===== src/hdl/cfseq_pkg.sv =====
// Shared types, constants and helper functions for the clock fan-out init sequencer.
// No dependencies; every other file but the two channel interfaces imports this package.
package cfseq_pkg;

  localparam int unsigned NUM_WRITES  = 30;
  localparam int unsigned STEP_W      = 5;
  localparam int unsigned QUEUE_DEPTH = 2;
  localparam int unsigned QPTR_W      = 1;
  localparam int unsigned QCNT_W      = 2;
  localparam int unsigned CFG_IDX_W   = 2;
  localparam int unsigned CFG_DATA_W  = 8;

  localparam logic [CFG_IDX_W-1:0] CFG_BOARD_VARIANT = 2'd0;
  localparam logic [CFG_IDX_W-1:0] CFG_AUX_DIVISOR   = 2'd1;

  localparam logic [1:0] VARIANT_PROTO = 2'd0;
  localparam logic [1:0] VARIANT_PMT   = 2'd1;
  localparam logic [1:0] VARIANT_V1A   = 2'd2;

  localparam logic [1:0] BOARD_VARIANT_RESET = VARIANT_V1A;
  localparam logic [7:0] AUX_DIVISOR_RESET   = 8'd25;

  localparam logic [7:0] PMT_FORCE  = 8'h60;
  localparam logic [7:0] PMT_TRIM   = 8'h61;
  localparam logic [7:0] V1A_FORCE  = 8'h41;
  localparam logic [7:0] V1A_TRIM   = 8'h67;
  localparam logic [7:0] PROTO_MASK = 8'h01;

  localparam logic [5:0] DIV_SAT = 6'd32;

  typedef struct packed {
    logic [7:0] mask;
    logic       div_bypass;
    logic [7:0] div_code;
    logic       aux_bypass;
    logic [7:0] aux_code;
  } job_t;

  typedef struct packed {
    logic       bypass;
    logic [7:0] code;
  } div_word_t;

  function automatic logic [7:0] trim_mask(logic [1:0] variant, logic [7:0] m);
    logic [7:0] r;
    r = 8'h00;
    case (variant)
      VARIANT_PROTO: r = (m != 8'h00) ? PROTO_MASK : 8'h00;
      VARIANT_PMT:   r = (m != 8'h00) ? ((m | PMT_FORCE) & PMT_TRIM) : 8'h00;
      default:       r = (m != 8'h00) ? ((m | V1A_FORCE) & V1A_TRIM) : 8'h00;
    endcase
    return r;
  endfunction

  function automatic div_word_t divider_code(logic [7:0] d);
    div_word_t  w;
    logic [5:0] ds;
    logic [5:0] dp1;
    logic [4:0] hi;
    logic [4:0] lo;
    ds  = (d > 8'(DIV_SAT)) ? DIV_SAT : d[5:0];
    dp1 = ds + 6'd1;
    hi  = ds[5:1] - 5'd1;
    lo  = dp1[5:1] - 5'd1;
    if (d <= 8'd1) begin
      w.bypass = 1'b1;
      w.code   = 8'h00;
    end else begin
      w.bypass = 1'b0;
      w.code   = {hi[3:0], lo[3:0]};
    end
    return w;
  endfunction

endpackage


===== src/hdl/cfseq_req_if.sv =====
// Request channel: channel enable mask and divisor with valid/ready.
// Depends on nothing.
interface cfseq_req_if;
  logic       valid;
  logic       ready;
  logic [7:0] channel_enable;
  logic [7:0] divisor;

  modport source (output valid, output channel_enable, output divisor, input ready);
  modport sink   (input valid, input channel_enable, input divisor, output ready);
endinterface


===== src/hdl/cfseq_wr_if.sv =====
// Register write channel: address, data byte and last mark with valid/ready.
// Depends on nothing.
interface cfseq_wr_if;
  logic       valid;
  logic       ready;
  logic [7:0] reg_address;
  logic [7:0] reg_data;
  logic       last;

  modport source (output valid, output reg_address, output reg_data, output last,
                  input ready);
  modport sink   (input valid, input reg_address, input reg_data, input last,
                  output ready);
endinterface


===== src/hdl/cfseq_front.sv =====
// Front end: configuration registers, request acceptance, mask trimming and divider coding.
// Depends on cfseq_pkg and cfseq_req_if.
module cfseq_front
  import cfseq_pkg::*;
(
  input  logic                  clk_i,
  input  logic                  rst_ni,
  cfseq_req_if.sink             req_i,
  input  logic                  cfg_we_i,
  input  logic [CFG_IDX_W-1:0]  cfg_index_i,
  input  logic [CFG_DATA_W-1:0] cfg_data_i,
  output logic                  push_valid_o,
  input  logic                  push_ready_i,
  output job_t                  push_job_o
);

  logic [1:0] variant_q;
  logic [7:0] aux_div_q;
  div_word_t  div_w;
  div_word_t  aux_w;

  always_ff @(posedge clk_i or negedge rst_ni) begin
    if (!rst_ni) begin
      variant_q <= BOARD_VARIANT_RESET;
      aux_div_q <= AUX_DIVISOR_RESET;
    end else if (cfg_we_i) begin
      case (cfg_index_i)
        CFG_BOARD_VARIANT: variant_q <= cfg_data_i[1:0];
        CFG_AUX_DIVISOR:   aux_div_q <= cfg_data_i[7:0];
        default: ;
      endcase
    end
  end

  always_comb begin
    div_w                 = divider_code(req_i.divisor);
    aux_w                 = divider_code(aux_div_q);
    push_job_o.mask       = trim_mask(variant_q, req_i.channel_enable);
    push_job_o.div_bypass = div_w.bypass;
    push_job_o.div_code   = div_w.code;
    push_job_o.aux_bypass = aux_w.bypass;
    push_job_o.aux_code   = aux_w.code;
  end

  assign push_valid_o = req_i.valid;
  assign req_i.ready  = push_ready_i;

endmodule


===== src/hdl/cfseq_queue.sv =====
// Two-entry job queue between the front end and the write generator.
// Depends on cfseq_pkg.
module cfseq_queue
  import cfseq_pkg::*;
(
  input  logic clk_i,
  input  logic rst_ni,
  input  logic push_valid_i,
  output logic push_ready_o,
  input  job_t push_job_i,
  output logic head_valid_o,
  output job_t head_job_o,
  input  logic pop_i
);

  job_t              mem_q [QUEUE_DEPTH];
  logic [QPTR_W-1:0] wr_ptr_q;
  logic [QPTR_W-1:0] rd_ptr_q;
  logic [QCNT_W-1:0] count_q;
  logic [QCNT_W-1:0] count_d;
  logic              push;
  logic              pop;

  assign push_ready_o = (count_q != QCNT_W'(QUEUE_DEPTH));
  assign head_valid_o = (count_q != '0);
  assign head_job_o   = mem_q[rd_ptr_q];
  assign push         = push_valid_i && push_ready_o;
  assign pop          = pop_i && head_valid_o;

  always_comb begin
    count_d = count_q;
    case ({push, pop})
      2'b10:   count_d = count_q + 1'b1;
      2'b01:   count_d = count_q - 1'b1;
      default: count_d = count_q;
    endcase
  end

  always_ff @(posedge clk_i or negedge rst_ni) begin
    if (!rst_ni) begin
      wr_ptr_q <= '0;
      rd_ptr_q <= '0;
      count_q  <= '0;
    end else begin
      if (push) wr_ptr_q <= wr_ptr_q + 1'b1;
      if (pop)  rd_ptr_q <= rd_ptr_q + 1'b1;
      count_q <= count_d;
    end
  end

  always_ff @(posedge clk_i) begin
    if (push) mem_q[wr_ptr_q] <= push_job_i;
  end

endmodule


===== src/hdl/cfseq_back.sv =====
// Back end: walks the thirty-write sequence for the head job into an output register.
// Depends on cfseq_pkg and cfseq_wr_if.
module cfseq_back
  import cfseq_pkg::*;
(
  input  logic        clk_i,
  input  logic        rst_ni,
  input  logic        head_valid_i,
  input  job_t        head_job_i,
  output logic        pop_o,
  cfseq_wr_if.source  wr_o
);

  localparam logic [STEP_W-1:0] STEP_LVDS_FIRST = 5'd4;
  localparam logic [STEP_W-1:0] STEP_DIV_FIRST  = 5'd8;
  localparam logic [STEP_W-1:0] STEP_CLK_IN     = 5'd24;
  localparam logic [STEP_W-1:0] STEP_STATUS     = 5'd25;
  localparam logic [STEP_W-1:0] STEP_SYNC_ON    = 5'd26;
  localparam logic [STEP_W-1:0] STEP_EXEC_ON    = 5'd27;
  localparam logic [STEP_W-1:0] STEP_SYNC_OFF   = 5'd28;
  localparam logic [STEP_W-1:0] STEP_LAST       = STEP_W'(NUM_WRITES - 1);

  logic [STEP_W-1:0] step_q;
  logic [STEP_W-1:0] step_d;
  logic              valid_q;
  logic              valid_d;
  logic [7:0]        addr_q;
  logic [7:0]        data_q;
  logic              last_q;
  logic [7:0]        addr_d;
  logic [7:0]        data_d;
  logic              advance;
  logic [STEP_W-1:0] rel;
  logic [2:0]        chan;
  logic              chan_en;
  logic              is_aux;
  logic              bypass;
  logic [7:0]        code;
  logic              any_en;

  assign advance = head_valid_i && (!valid_q || wr_o.ready);
  assign pop_o   = advance && (step_q == STEP_LAST);
  assign rel     = step_q - STEP_DIV_FIRST;
  assign chan    = rel[3:1];
  assign chan_en = head_job_i.mask[chan];
  assign is_aux  = (chan == 3'd6);
  assign bypass  = !chan_en || (is_aux ? head_job_i.aux_bypass : head_job_i.div_bypass);
  assign code    = is_aux ? head_job_i.aux_code : head_job_i.div_code;
  assign any_en  = (head_job_i.mask != 8'h00);

  always_comb begin
    addr_d = 8'h00;
    data_d = 8'h00;
    if (step_q < STEP_LVDS_FIRST) begin
      addr_d = 8'h3C + {3'b000, step_q};
      data_d = head_job_i.mask[step_q[2:0]] ? 8'h08 : 8'h0A;
    end else if (step_q < STEP_DIV_FIRST) begin
      addr_d = 8'h3C + {3'b000, step_q};
      data_d = head_job_i.mask[step_q[2:0]] ? 8'h02 : 8'h03;
    end else if (step_q < STEP_CLK_IN) begin
      addr_d = 8'h48 + {4'h0, rel[3:0]};
      if (rel[0]) begin
        data_d = bypass ? 8'h80 : 8'h00;
      end else begin
        data_d = bypass ? 8'h00 : code;
      end
    end else begin
      case (step_q)
        STEP_CLK_IN: begin
          addr_d = 8'h45;
          data_d = any_en ? 8'h1D : 8'h3F;
        end
        STEP_STATUS: begin
          addr_d = 8'h08;
          data_d = any_en ? 8'h00 : 8'h2C;
        end
        STEP_SYNC_ON: begin
          addr_d = 8'h58;
          data_d = 8'h04;
        end
        STEP_EXEC_ON: begin
          addr_d = 8'h5A;
          data_d = 8'h01;
        end
        STEP_SYNC_OFF: begin
          addr_d = 8'h58;
          data_d = 8'h00;
        end
        default: begin
          addr_d = 8'h5A;
          data_d = 8'h01;
        end
      endcase
    end
  end

  always_comb begin
    step_d  = step_q;
    valid_d = valid_q;
    if (advance) begin
      step_d  = (step_q == STEP_LAST) ? '0 : step_q + 1'b1;
      valid_d = 1'b1;
    end else if (wr_o.ready) begin
      valid_d = 1'b0;
    end
  end

  always_ff @(posedge clk_i or negedge rst_ni) begin
    if (!rst_ni) begin
      step_q  <= '0;
      valid_q <= 1'b0;
    end else begin
      step_q  <= step_d;
      valid_q <= valid_d;
    end
  end

  always_ff @(posedge clk_i) begin
    if (advance) begin
      addr_q <= addr_d;
      data_q <= data_d;
      last_q <= (step_q == STEP_LAST);
    end
  end

  assign wr_o.valid       = valid_q;
  assign wr_o.reg_address = addr_q;
  assign wr_o.reg_data    = data_q;
  assign wr_o.last        = last_q;

endmodule


===== src/hdl/clock_fanout_init_sequencer_top.sv =====
// Top level of the clock fan-out init sequencer: front end, job queue, write generator.
// Depends on cfseq_pkg, cfseq_req_if, cfseq_wr_if, cfseq_front, cfseq_queue, cfseq_back.
//
//   channel   dir  handshake         payload
//   req_i     in   valid/ready       channel_enable[7:0], divisor[7:0]
//   wr_o      out  valid/ready       reg_address[7:0], reg_data[7:0], last
//   cfg       in   cfg_we_i          cfg_index_i[1:0], cfg_data_i[7:0]
//
// Each request yields 30 writes from the write generator's step counter, one per cycle
// unless wr_o stalls. Accepted requests pass through the job queue to the output register.
// The job queue holds two requests, the one being walked among them.
// Reset clears the queue, step counter and output valid; no clearing pass.
// A stalled wr_o holds the generator; req_i stalls only when the queue is full.
module clock_fanout_init_sequencer_top
  import cfseq_pkg::*;
(
  input  logic                  clk_i,
  input  logic                  rst_ni,
  cfseq_req_if.sink             req_i,
  cfseq_wr_if.source            wr_o,
  input  logic                  cfg_we_i,
  input  logic [CFG_IDX_W-1:0]  cfg_index_i,
  input  logic [CFG_DATA_W-1:0] cfg_data_i
);

  logic push_valid;
  logic push_ready;
  job_t push_job;
  logic head_valid;
  job_t head_job;
  logic pop;

  cfseq_front u_front (
    .clk_i        (clk_i),
    .rst_ni       (rst_ni),
    .req_i        (req_i),
    .cfg_we_i     (cfg_we_i),
    .cfg_index_i  (cfg_index_i),
    .cfg_data_i   (cfg_data_i),
    .push_valid_o (push_valid),
    .push_ready_i (push_ready),
    .push_job_o   (push_job)
  );

  cfseq_queue u_queue (
    .clk_i        (clk_i),
    .rst_ni       (rst_ni),
    .push_valid_i (push_valid),
    .push_ready_o (push_ready),
    .push_job_i   (push_job),
    .head_valid_o (head_valid),
    .head_job_o   (head_job),
    .pop_i        (pop)
  );

  cfseq_back u_back (
    .clk_i        (clk_i),
    .rst_ni       (rst_ni),
    .head_valid_i (head_valid),
    .head_job_i   (head_job),
    .pop_o        (pop),
    .wr_o         (wr_o)
  );

endmodule


===== src/flat_wrapper.sv =====
// flat-port wrapper written by rule: the top's interface ports become plain ports
module clock_fanout_init_sequencer_top_flat import cfseq_pkg::*;
  (clk_i, rst_ni, cfg_we_i, cfg_index_i, cfg_data_i, req_i_valid, req_i_channel_enable, req_i_divisor, req_i_ready, wr_o_valid, wr_o_reg_address, wr_o_reg_data, wr_o_last, wr_o_ready);
  cfseq_req_if req_i_i ();
  cfseq_wr_if wr_o_i ();
  input  logic clk_i;
  input  logic rst_ni;
  input  logic cfg_we_i;
  input  logic [CFG_IDX_W-1:0] cfg_index_i;
  input  logic [CFG_DATA_W-1:0] cfg_data_i;
  input wire logic [$bits(req_i_i.valid)-1:0] req_i_valid;
  input wire logic [$bits(req_i_i.channel_enable)-1:0] req_i_channel_enable;
  input wire logic [$bits(req_i_i.divisor)-1:0] req_i_divisor;
  output wire logic [$bits(req_i_i.ready)-1:0] req_i_ready;
  output wire logic [$bits(wr_o_i.valid)-1:0] wr_o_valid;
  output wire logic [$bits(wr_o_i.reg_address)-1:0] wr_o_reg_address;
  output wire logic [$bits(wr_o_i.reg_data)-1:0] wr_o_reg_data;
  output wire logic [$bits(wr_o_i.last)-1:0] wr_o_last;
  input wire logic [$bits(wr_o_i.ready)-1:0] wr_o_ready;
  assign req_i_i.valid = req_i_valid;
  assign req_i_i.channel_enable = req_i_channel_enable;
  assign req_i_i.divisor = req_i_divisor;
  assign req_i_ready = req_i_i.ready;
  assign wr_o_valid = wr_o_i.valid;
  assign wr_o_reg_address = wr_o_i.reg_address;
  assign wr_o_reg_data = wr_o_i.reg_data;
  assign wr_o_last = wr_o_i.last;
  assign wr_o_i.ready = wr_o_ready;
  clock_fanout_init_sequencer_top u_core (.clk_i(clk_i), .rst_ni(rst_ni), .req_i(req_i_i), .wr_o(wr_o_i), .cfg_we_i(cfg_we_i), .cfg_index_i(cfg_index_i), .cfg_data_i(cfg_data_i));
endmodule

===== config.mk =====
export PLATFORM = sky130hd
export DESIGN_NAME = clock_fanout_init_sequencer_top_flat
export DESIGN_NICKNAME = d
export VERILOG_FILES = /design/src/hdl/cfseq_pkg.sv /design/src/hdl/cfseq_req_if.sv /design/src/hdl/cfseq_wr_if.sv /design/src/hdl/cfseq_front.sv /design/src/hdl/cfseq_queue.sv /design/src/hdl/cfseq_back.sv /design/src/hdl/clock_fanout_init_sequencer_top.sv /design/src/flat_wrapper.sv
export SDC_FILE = /design/constraint.sdc
export NUM_CORES = 1
export LEC_CHECK = 0
export ABC_CLOCK_PERIOD_IN_PS = 2800
export BUFFER_PORTS_ARGS = -buffer_cell sky130_fd_sc_hd__buf_2
export CAP_MARGIN = 20
export CORE_MARGIN = 2
export CORE_UTILIZATION = 53
export DETAILED_ROUTE_END_ITERATION = 8
export PLACE_DENSITY = 0.81
export SYNTH_ARGS = -nofsm -noshare
export SYNTH_HDL_FRONTEND = slang
export SYNTH_SLANG_ARGS = --single-unit
export TNS_END_PERCENT = 100

===== constraint.sdc =====
create_clock -name clk_i -period 2.8 [get_ports clk_i]
set_clock_uncertainty 0.2 [all_clocks]
set_input_delay 0.56 -clock clk_i [delete_from_list [all_inputs] [get_ports clk_i]]
set_output_delay 0.56 -clock clk_i [all_outputs]
set_load 0.01 [all_outputs]

==> qor.csv <==
stage,metric,value,unit
cells_and_area,finalInstanceArea,4795,um^2
job,drv_cap,0,
clocking,clock_sinks,82,
die,fp.dieArea,8673,um^2
grt,grt_pass1_vias,2810,
cells_and_area,fin_util,62.05,%
grt,grt_overflow,0,
outcome,outcome,completed,
synthesis,ys_warn_count,0,
timing,fin_ws,0.1451,ns
pwr,power.total,4.343,mW
critical_path,critPathLaunchType,flip-flop,
critical_path,critical_path_arrival,2.60,ns
synthesis,synth_seq_cells,82,
placed_design,placed_area,4589,um^2
detailed_routing,ant_nets,0,
synthesis,synth_edf_count,62,
pwr,peakVddDrop,444.8,uV
synthesis,syn-cell-area,4210,um^2
critical_path,crit_family,simple AND/OR/NAND/NOR gates,
die,rows,32,
critical_path,cp_max_fo,4,
grt,grt_pass1_wl,12890,um
placed_design,portBuffers,48,
critical_path,crit_buf_inv,1,
critical_path,crit_required,2.75,ns
synthesis,synth_nets,390,
die,die_y,93.13,um
detailed_routing,post-route-drc-count,0,
detailed_routing,viasPerCell,5.781,
placed_design,place_hpwl,5727,um
placed_design,dpl_worst_slack,-0.04208,ns
timing,post-route-period-util,94.82,%
synthesis,syn_inst,339,
clocking,clockBufferDepth,2,
cells_and_area,syn2layout_area_growth,13.88,%
detailed_routing,via_count,2902,
cells_and_area,regArea,2367,um^2
timing,relSlewSlack,53.88,%
timing,max_freq,0.3767,GHz
timing,period_minus_slack,2.655,ns
timing,final_hold_viol_count,0,
synthesis,ys_types,51,
pwr,p_leak,1.832,nW
cells_and_area,n_fill_cell,593,
synthesis,synth_area_per_cell,12.42,um^2
clocking,cts_buffers,9,
synthesis,synth_ff_type,edfxtp_1,
die,die_w,93.13,um
placed_design,gp_congestion,0.9023,
synthesis,synth_top_cell_by_area,edfxtp_1,
clocking,clkLatencyLatePin,0.35,ns
clocking,cts_setup_buffers,0,
detailed_routing,routed_wl,7735,um
clocking,cts_root_buf,clkbuf_8,
timing,hold_slack,0.2387,ns
synthesis,yosysMostFrequentCell,edfxtp_1,
grt,antenna_found_initial,0,
critical_path,path_cells,nor3_4 > nand2_1 > inv_1 > ha_1 > a21boi_0 > o31a_1 > o22a_1 > or4_1 > o311ai_1,
synthesis,synth_area_leaders,"edfxtp_1 44%, dfrtp_1 9.5%, ha_1 5.9%",
detailed_routing,drt_iter0_drc,136,
critical_path,slowest_delay,0.47,ns
critical_path,critical_path_class,flip-flop to flip-flop,
clocking,h-tree-depth,3,
timing,rsz0062_at_grt,no,
pwr,power_density,905.8,nW/um^2
cells_and_area,multi_input_area,1738,um^2
cells_and_area,drive_gt1_share,27.50,%
die,ios,50,
synthesis,async_reset_ff_share,24.39,%
clocking,cts_tree,done,
grt,grt_usage,19.04,%
detailed_routing,wire_per_inst,15.41,um
timing,slew_violations,0,
die,initial_core_util,54.49,%
grt,grt_max_degree,24,
cells_and_area,diodes,0,
timing,setup_violations,0,
synthesis,ys_seq_area_share,56.23,%
timing,tightestPinTransition,0.6855,ns
clocking,clk_pin_slew,0.08,ns
detailed_routing,first_pass_iters,5,
critical_path,cpMaxStageDelayCell,or4_1,
critical_path,cp-end-kind,flip-flop,
die,core_area,7727,um^2
cells_and_area,fin_nets,446,
synthesis,netlist_top_cells_count,"62 x edfxtp_1, 34 x nand2_1, 26 x nor2_1",
hold_path,min_path_type,input port to flip-flop,
synthesis,synth_top_area_share,44.22,%
## layout make-up
class                   count  share of cell area, %
flip-flops and latches     82                  49.37
clock inverters             7                  1.253
clock buffers               9                  2.584
repair buffers             59                  6.785
inverters                  14                  1.096
well taps                 102                  2.662
multi-input cells         229                  36.25
## through the flow
| stage | TNS (ns) | cells |
|---|---|---|
| global route | 0 | 502 |
| floorplan | 0 | 339 |
| global placement | 0 | 485 |
| finish | 0 | 502 |
| CTS | 0 | 502 |
| detailed placement | -0.08410 | 485 |
## power by group
part           leakage, nW  switching [mW]  internal (mW)
combinational        0.959           0.894          0.658
clock               0.0844           0.449          0.335
sequential           0.789           0.221           1.78
total                 1.83            1.56           2.78
## registers in the layout, summed over array words and instances (netlist names)
name and count:
u_core.u_queue.mem_q 46, u_core.u_back.wr_o.last 1, u_core.u_queue.wr_ptr_q 1, u_core.u_queue.rd_ptr_q 1, u_core.u_queue.count_q 2, u_core.u_back.step_q 5, u_core.u_front.aux_div_q 8, u_core.u_back.wr_o.reg_address 7
u_core.u_back.wr_o.reg_data 8, u_core.u_front.variant_q 2, u_core.u_back.wr_o.valid 1
## kinds of logic (layout without fill, tap and decap cells)
family                   after synthesis  count (layout)  share of synthesized area, %
AND/OR/NAND/NOR                      112             112                         13.14
XOR/XNOR                              10              10                         2.080
AO/OA/AOI/OAI                         55              55                         8.589
other                                  1               1                       0.08907
multiplexers                          31              31                         11.17
flip-flops                            82              82                         56.23
buffers and inverters                 28              89                         2.763
adder cells (fa/ha/maj)               20              20                         5.944
## routing by layer
metal  vias up  routed length (um)  GRT usage (%)
li1       1380                   -              -
met1      1400                3243          23.57
met2        99                3968          33.21
met3        23                 361          2.659
met4         0                 161          8.701
met5         -                   0              0
## worst paths after layout
check	startpoint	end	slack (ns)	cells after the start
worst min register to register	u_core.u_back.wr_o.valid	u_core.u_back.wr_o.valid	0.30	2
min in group asynchronous	rst_ni	u_core.u_back.wr_o.valid	0.48	2
max in group asynchronous	rst_ni	u_core.u_front.aux_div_q[3]	1.56	2
worst max-delay path	u_core.u_front.aux_div_q[5]	u_core.u_queue.mem_q[0][3]	0.15	9
worst min-delay path	cfg_data_i[7]	u_core.u_front.aux_div_q[7]	0.24	2
worst max register to register	u_core.u_front.aux_div_q[5]	u_core.u_queue.mem_q[0][3]	0.15	9
## worst reg2reg max path: cells and delay by family, from the launching register on
family | cells | cell delay (ns)
and+or+nand+nor | 3 | 0.82
buffers and inverters | 1 | 0.10
adders and majority gates | 1 | 0.18
DFF | 1 | 0.42
AOI/OAI and AO/OA | 4 | 0.72
## placed cells by master, fill, tap and decap left out, drive strengths merged, types with 6 or more instances in the layout
master  synthesis  layout
nand2          34      34
inv            14      17
xnor2           6       6
clkbuf          9       9
nand3          10      10
o21ai          22      22
edfxtp         62      62
nor2           26      26
dfrtp          16      16
o31ai           6       6
mux2           18      18
mux4           11      11
a21oi           6       6
and2            9       9
buf             5      58
ha             20      20
## what timing repair did
| action | in CTS | in global routing |
|---|---|---|
| gates resized for setup | 0 | 2 |
| hold endpoints to repair | 16 | 0 |
| setup endpoints to repair | 0 | 4 |
| hold buffers | 1 | 0 |
Note: power is estimated with default switching activity, not from simulation.
